--- config.mk ---
export PLATFORM = sky130hd
export DESIGN_NAME = sacv_ctrl
export DESIGN_NICKNAME = d
export VERILOG_FILES = /design/src/rtl/sacv_pkg.sv /design/src/rtl/sacv_ctrl.sv
export SDC_FILE = /design/constraint.sdc
export NUM_CORES = 1
export LEC_CHECK = 0
export BUFFER_PORTS_ARGS = -buffer_cell sky130_fd_sc_hd__buf_2
export CORE_MARGIN = 4
export CORE_UTILIZATION = 24
export DETAILED_ROUTE_END_ITERATION = 12
export PLACE_DENSITY_LB_ADDON = 0.08
export SLEW_MARGIN = 20
export SYNTH_ARGS = -nofsm -noshare
export SYNTH_HDL_FRONTEND = slang
export SYNTH_SLANG_ARGS = --single-unit
--- constraint.sdc ---
create_clock -name i_clk -period 2.7 [get_ports i_clk]
set_input_delay 0.405 -clock i_clk [delete_from_list [all_inputs] [get_ports i_clk]]
set_output_delay 0.405 -clock i_clk [all_outputs]
set_load 0.01 [all_outputs]
--- src/rtl/sacv_pkg.sv ---
// ----------------------------------------------------------------------------
// sacv_pkg
// Shared types and constants of the sample autocovariance core.
// ----------------------------------------------------------------------------
package sacv_pkg;

    localparam int SAMPLE_W = 16;
    localparam int LAG_W    = 5;
    localparam int VALUE_W  = 64;
    localparam int STATUS_W = 2;

    // result status codes
    localparam logic [STATUS_W-1:0] STAT_OK   = 2'd0;
    localparam logic [STATUS_W-1:0] STAT_FEW  = 2'd1;
    localparam logic [STATUS_W-1:0] STAT_DROP = 2'd2;

    // result kind codes
    localparam logic KIND_VAR  = 1'b0;
    localparam logic KIND_ACOV = 1'b1;

    // controller states
    typedef enum logic [3:0] {
        S_IDLE,
        S_BASE_RD,
        S_BASE_LD,
        S_LAG,
        S_ACC,
        S_DRAIN,
        S_MUL_X,
        S_MUL_Y,
        S_MUL_D,
        S_COMB,
        S_DIV,
        S_EMIT
    } t_state;

    // multiplier operand select
    typedef enum logic [1:0] {
        MSEL_X,
        MSEL_Y,
        MSEL_D
    } t_msel;

    // controller to datapath commands
    typedef struct packed {
        logic             wr;
        logic             base_rd;
        logic             base_ld;
        logic             acc_clr;
        logic             rd;
        logic             mul_ld;
        t_msel            msel;
        logic             mul_step;
        logic             st_x;
        logic             st_y;
        logic             comb;
        logic             div_step;
        logic             emit;
        logic             kind;
        logic             last;
        logic [LAG_W-1:0] lag;
    } t_cmd;

    // datapath to controller status
    typedef struct packed {
        logic too_few;
        logic rd_last;
        logic out_free;
    } t_sts;

endpackage

--- src/rtl/sacv_ctrl.sv ---
// ----------------------------------------------------------------------------
// sacv_ctrl
// Controller: sequences loading, per-lag accumulation, multiply, divide
// and result emission; holds the max_lag register.
// ----------------------------------------------------------------------------
module sacv_ctrl #(
    parameter int MAX_SAMPLES = 1024,
    parameter int MAX_LAG     = 31
) (
    input  logic                           i_clk,
    input  logic                           i_rst_n,
    input  logic                           i_smp_valid,
    input  logic                           i_smp_last,
    output logic                           o_smp_ready,
    input  logic                           i_cfg_valid,
    input  logic [sacv_pkg::LAG_W-1:0]     i_cfg_max_lag,
    output logic                           o_cfg_ready,
    input  sacv_pkg::t_sts                 i_sts,
    output sacv_pkg::t_cmd                 o_cmd
);
    localparam int CW  = $clog2(MAX_SAMPLES + 1);
    localparam int MLW = CW + 16;
    localparam int NW  = 2 * CW + 49;
    localparam int SW  = $clog2(NW + 1);

    sacv_pkg::t_state              r_state, n_state;
    logic [sacv_pkg::LAG_W:0]      r_idx, n_idx;
    logic [SW-1:0]                 r_step, n_step;
    logic [sacv_pkg::LAG_W-1:0]    r_max_lag;
    logic [sacv_pkg::LAG_W-1:0]    top;
    logic                          is_last;

    // configuration register
    assign o_cfg_ready = 1'b1;
    always_ff @(posedge i_clk) begin
        if (!i_rst_n) begin
            r_max_lag <= '0;
        end else if (i_cfg_valid) begin
            r_max_lag <= i_cfg_max_lag;
        end
    end

    assign top = ((sacv_pkg::LAG_W + 1)'(r_max_lag) < (sacv_pkg::LAG_W + 1)'(MAX_LAG))
               ? r_max_lag : sacv_pkg::LAG_W'(MAX_LAG);
    assign is_last = r_idx == (sacv_pkg::LAG_W + 1)'(top) + 1'b1;

    // state registers
    always_ff @(posedge i_clk) begin
        if (!i_rst_n) begin
            r_state <= sacv_pkg::S_IDLE;
            r_idx   <= '0;
            r_step  <= '0;
        end else begin
            r_state <= n_state;
            r_idx   <= n_idx;
            r_step  <= n_step;
        end
    end

    // next state
    always_comb begin
        n_state = r_state;
        n_idx   = r_idx;
        n_step  = r_step + SW'(1);
        case (r_state)
            sacv_pkg::S_IDLE: begin
                if (i_smp_valid && i_smp_last) begin
                    n_state = sacv_pkg::S_BASE_RD;
                end
            end
            sacv_pkg::S_BASE_RD: n_state = sacv_pkg::S_BASE_LD;
            sacv_pkg::S_BASE_LD: begin
                n_state = sacv_pkg::S_LAG;
                n_idx   = '0;
            end
            sacv_pkg::S_LAG: begin
                n_state = i_sts.too_few ? sacv_pkg::S_EMIT : sacv_pkg::S_ACC;
            end
            sacv_pkg::S_ACC: begin
                n_step = '0;
                if (i_sts.rd_last) begin
                    n_state = sacv_pkg::S_DRAIN;
                end
            end
            sacv_pkg::S_DRAIN: begin
                if (r_step == SW'(2)) begin
                    n_state = sacv_pkg::S_MUL_X;
                    n_step  = '0;
                end
            end
            sacv_pkg::S_MUL_X: begin
                if (r_step == SW'(MLW)) begin
                    n_state = sacv_pkg::S_MUL_Y;
                    n_step  = '0;
                end
            end
            sacv_pkg::S_MUL_Y: begin
                if (r_step == SW'(MLW)) begin
                    n_state = sacv_pkg::S_MUL_D;
                    n_step  = '0;
                end
            end
            sacv_pkg::S_MUL_D: begin
                if (r_step == SW'(MLW)) begin
                    n_state = sacv_pkg::S_COMB;
                end
            end
            sacv_pkg::S_COMB: begin
                n_state = sacv_pkg::S_DIV;
                n_step  = '0;
            end
            sacv_pkg::S_DIV: begin
                if (r_step == SW'(NW - 1)) begin
                    n_state = sacv_pkg::S_EMIT;
                end
            end
            sacv_pkg::S_EMIT: begin
                if (i_sts.out_free) begin
                    if (is_last) begin
                        n_state = sacv_pkg::S_IDLE;
                    end else begin
                        n_state = sacv_pkg::S_LAG;
                        n_idx   = r_idx + 1'b1;
                    end
                end
            end
            default: n_state = sacv_pkg::S_IDLE;
        endcase
    end

    // outputs
    always_comb begin
        o_cmd       = '0;
        o_cmd.msel  = sacv_pkg::MSEL_X;
        o_cmd.lag   = (r_idx == '0) ? '0 : sacv_pkg::LAG_W'(r_idx - 1'b1);
        o_cmd.kind  = (r_idx == '0) ? sacv_pkg::KIND_VAR : sacv_pkg::KIND_ACOV;
        o_cmd.last  = is_last;
        o_smp_ready = 1'b0;
        case (r_state)
            sacv_pkg::S_IDLE: begin
                o_smp_ready = 1'b1;
                o_cmd.wr    = i_smp_valid;
            end
            sacv_pkg::S_BASE_RD: o_cmd.base_rd = 1'b1;
            sacv_pkg::S_BASE_LD: o_cmd.base_ld = 1'b1;
            sacv_pkg::S_LAG:     o_cmd.acc_clr = !i_sts.too_few;
            sacv_pkg::S_ACC:     o_cmd.rd      = 1'b1;
            sacv_pkg::S_MUL_X: begin
                o_cmd.mul_ld   = r_step == '0;
                o_cmd.mul_step = r_step != '0;
            end
            sacv_pkg::S_MUL_Y: begin
                o_cmd.msel     = sacv_pkg::MSEL_Y;
                o_cmd.st_x     = r_step == '0;
                o_cmd.mul_ld   = r_step == '0;
                o_cmd.mul_step = r_step != '0;
            end
            sacv_pkg::S_MUL_D: begin
                o_cmd.msel     = sacv_pkg::MSEL_D;
                o_cmd.st_y     = r_step == '0;
                o_cmd.mul_ld   = r_step == '0;
                o_cmd.mul_step = r_step != '0;
            end
            sacv_pkg::S_COMB: o_cmd.comb     = 1'b1;
            sacv_pkg::S_DIV:  o_cmd.div_step = 1'b1;
            sacv_pkg::S_EMIT: o_cmd.emit     = i_sts.out_free;
            default: ;
        endcase
    end

endmodule

==> flow_summary.json <==
{
  "drv_slew": 0,
  "design_area_um2": 1820,
  "gp_congestion": 0.716,
  "antenna_found_initial": 0,
  "drc": 0,
  "area_growth_pct": 17.7,
  "grt-ovfl-total": 0,
  "via_per_inst": 4.71,
  "max_clock_freq_mhz": 435,
  "ant_nets": 0,
  "syn_nets": 221,
  "synth_top_area_frac": 0.285,
  "avgSynthCellArea_um2": 7.64,
  "num-nets-final": 250,
  "cp.arrival_ns": 1.89,
  "syn_area_um2": 1540,
  "dp_hpwl_um": 3050,
  "leakage_nw": 0.792,
  "min_period_over_period": 0.851,
  "cts-htree-levels": 1,
  "criticalPathCategory": "flop to output port",
  "clkTransAtPathRegs_ns": 0.08,
  "cts_resized": 0,
  "ioPinCount": 36,
  "detailed_place.area_um2": 1750,
  "hold_buffers": 0,
  "numCtsBuffers": 3,
  "synth_area_leaders": "dfxtp_1 (29%), nor2_1 (6.6%), xnor2_1 (5.1%)",
  "yosysTopAreaCell": "dfxtp_1",
  "p_per_area_nw_per_um2": 556,
  "first_iter_violations": 67,
  "insertion_delay_ns": 0.27,
  "required_ns": 2.30,
  "setup_violations": 0,
  "finalHoldViolations": 0,
  "post_cts_buffers": 0,
  "finalCriticalPeriod_ns": 2.30,
  "synth_cell_types": 43,
  "finalClockSkew_ns": 0.00644,
  "cts.sinks": 22,
  "finalSetupTns_ns": 0,
  "drive_gt1_frac": 0.213,
  "crit_fanout": 4,
  "chipHeight_um": 88.2,
  "critPathLaunchType": "flop",
  "cts_buffer_depth": 2,
  "drt_first_pass_iters": 3,
  "cts_root_buffer": "clkbuf_8",
  "coreArea_um2": 6100,
  "grt_max_degree": 18,
  "tightestPinTransition_ns": 0.629,
  "die_w_um": 88.2,
  "maxCapViolations": 0,
  "status": "finished, final reports clean",
  "hp-class": "input port to flop",
  "slew_headroom": 0.580,
  "grt_pass1_wl_um": 6510,
  "yosysSeqAreaShare": 0.285,
  "routed_wl_um": 3890,
  "p_total_mw": 1.01,
  "routedWlPerCell_um": 12.8,
  "peakVddDrop_mv": 0.242,
  "die-area_um2": 7780,
  "num_rows": 28,
  "num_vias": 1438,
  "io_buffers": 34,
  "cts_tree": "built",
  "ys_ff_latch": 22,
  "endpoint_kind": "output port",
  "gr-usage-all-layers": 0.106,
  "diodes": 0,
  "yosysWarningCount": 0,
  "netlist_instances": 202,
  "rsz0062_at_grt": "false",
  "initial_utilization": 0.253,
  "grt_pass1_vias": 1347
}
## synth_stat cells (all sizes together)
cell	number
mux2i	5
or2b	1
nand2	17
o221ai	1
nor4b	1
a31oi	1
and2	2
nor4	7
or3	4
nor2b	8
clkbuf	7
o22ai	1
o21a	1
conb	1
nand2b	4
xor2	7
and3b	1
ha	6
o211ai	1
dfxtp	22
and2b	1
a32oi	1
nand3	12
a211oi	1
nand4	4
o2111ai	1
inv	10
a21oi	7
o21ba	1
a21boi	1
nor3	11
a21o	1
o31a	2
a31o	1
xnor2	9
nor2	28
buf	7
o21ai	6
## state kept, by name, summed over array words and instances, names as in the netlist
signal	count
r_step	7
r_max_lag	5
r_state	4
r_idx	6
## final timing paths
kind,slack [ns],from,cells after the start,end
worst max-delay path,0.40,r_max_lag[0],7,o_cmd[5]
worst min-delay path,0.39,i_cfg_max_lag[4],3,r_max_lag[4]
worst max register to register,0.76,r_state[2],6,r_idx[5]
worst min register to register,0.49,r_step[0],1,r_step[0]
## layout make-up
class | count | area [µm²]
Clock buffer | 3 | 41.3
Clock inverter | 1 | 30.0
Fill cell | 694 | 4280
Inverter | 10 | 37.5
Multi-Input combinational cell | 156 | 975
Sequential cell | 22 | 440
Tap cell | 75 | 93.8
Timing Repair Buffer | 38 | 200
## placed cells by master (no fill, tap or decap), types with 2 or more instances in the layout
master,synthesis,layout
buf_2,2,34
xnor2_1,9,9
buf_4,3,4
xor2_1,7,7
mux2i_1,5,5
nand2_1,17,17
o21ai_0,6,6
nor2b_1,8,8
nand3_1,12,12
a21oi_1,7,7
nand4_1,4,4
nand2b_1,4,4
clkbuf_8,1,3
o31a_1,2,2
ha_1,6,6
nor4_1,7,7
nor2_1,27,27
and2_1,2,2
dfxtp_1,22,22
nor3_2,2,2
or3_1,4,4
nor3_1,9,9
inv_1,10,10
## cell families after synthesis
logic type | synth area share
fa+ha+maj | 0.0486
other cells | 0.00243
compound gates | 0.121
flops | 0.285
mux | 0.0324
buf+inv | 0.0835
simple gates | 0.336
xor+xnor | 0.0908
## layer usage
layer / vias up / global-route usage / part of all wire
met4: 0 / 0.0206 / 0
li1: 745 / - / -
met2: 19 / 0.163 / 0.47
met1: 674 / 0.152 / 0.50
met3: 0 / 0.0226 / 0.039
met5: - / 0 / 0
## worst max-delay path, stage by stage (launching register included)
cell and delay (ns):
dfxtp_1 0.35, ha_1 0.31, xnor2_1 0.14, nand2_1 0.08, nor4b_2 0.39, nand2_1 0.16
inv_1 0.07, buf_2 0.12
## stage by stage
stage                     worst slack (ns)  hold WS, ns  std cells  utilization
after CTS                            0.351        0.381        305        0.298
after global placement               0.676        0.470        301        0.287
after global routing                 0.204        0.416        305        0.298
after detailed placement             0.668        0.473        301        0.287
final                                0.403        0.389        305        0.298
after floorplan                      0.756        0.441        202            -
## power breakdown
part	total, mW	internal [mW]	switching, mW
Combinational	0.326	0.133	0.193
Clock	0.317	0.198	0.119
Sequential	0.368	0.347	0.0208
Total	1.01	0.678	0.333
No activity file was read; power rests on OpenSTA's default activity.
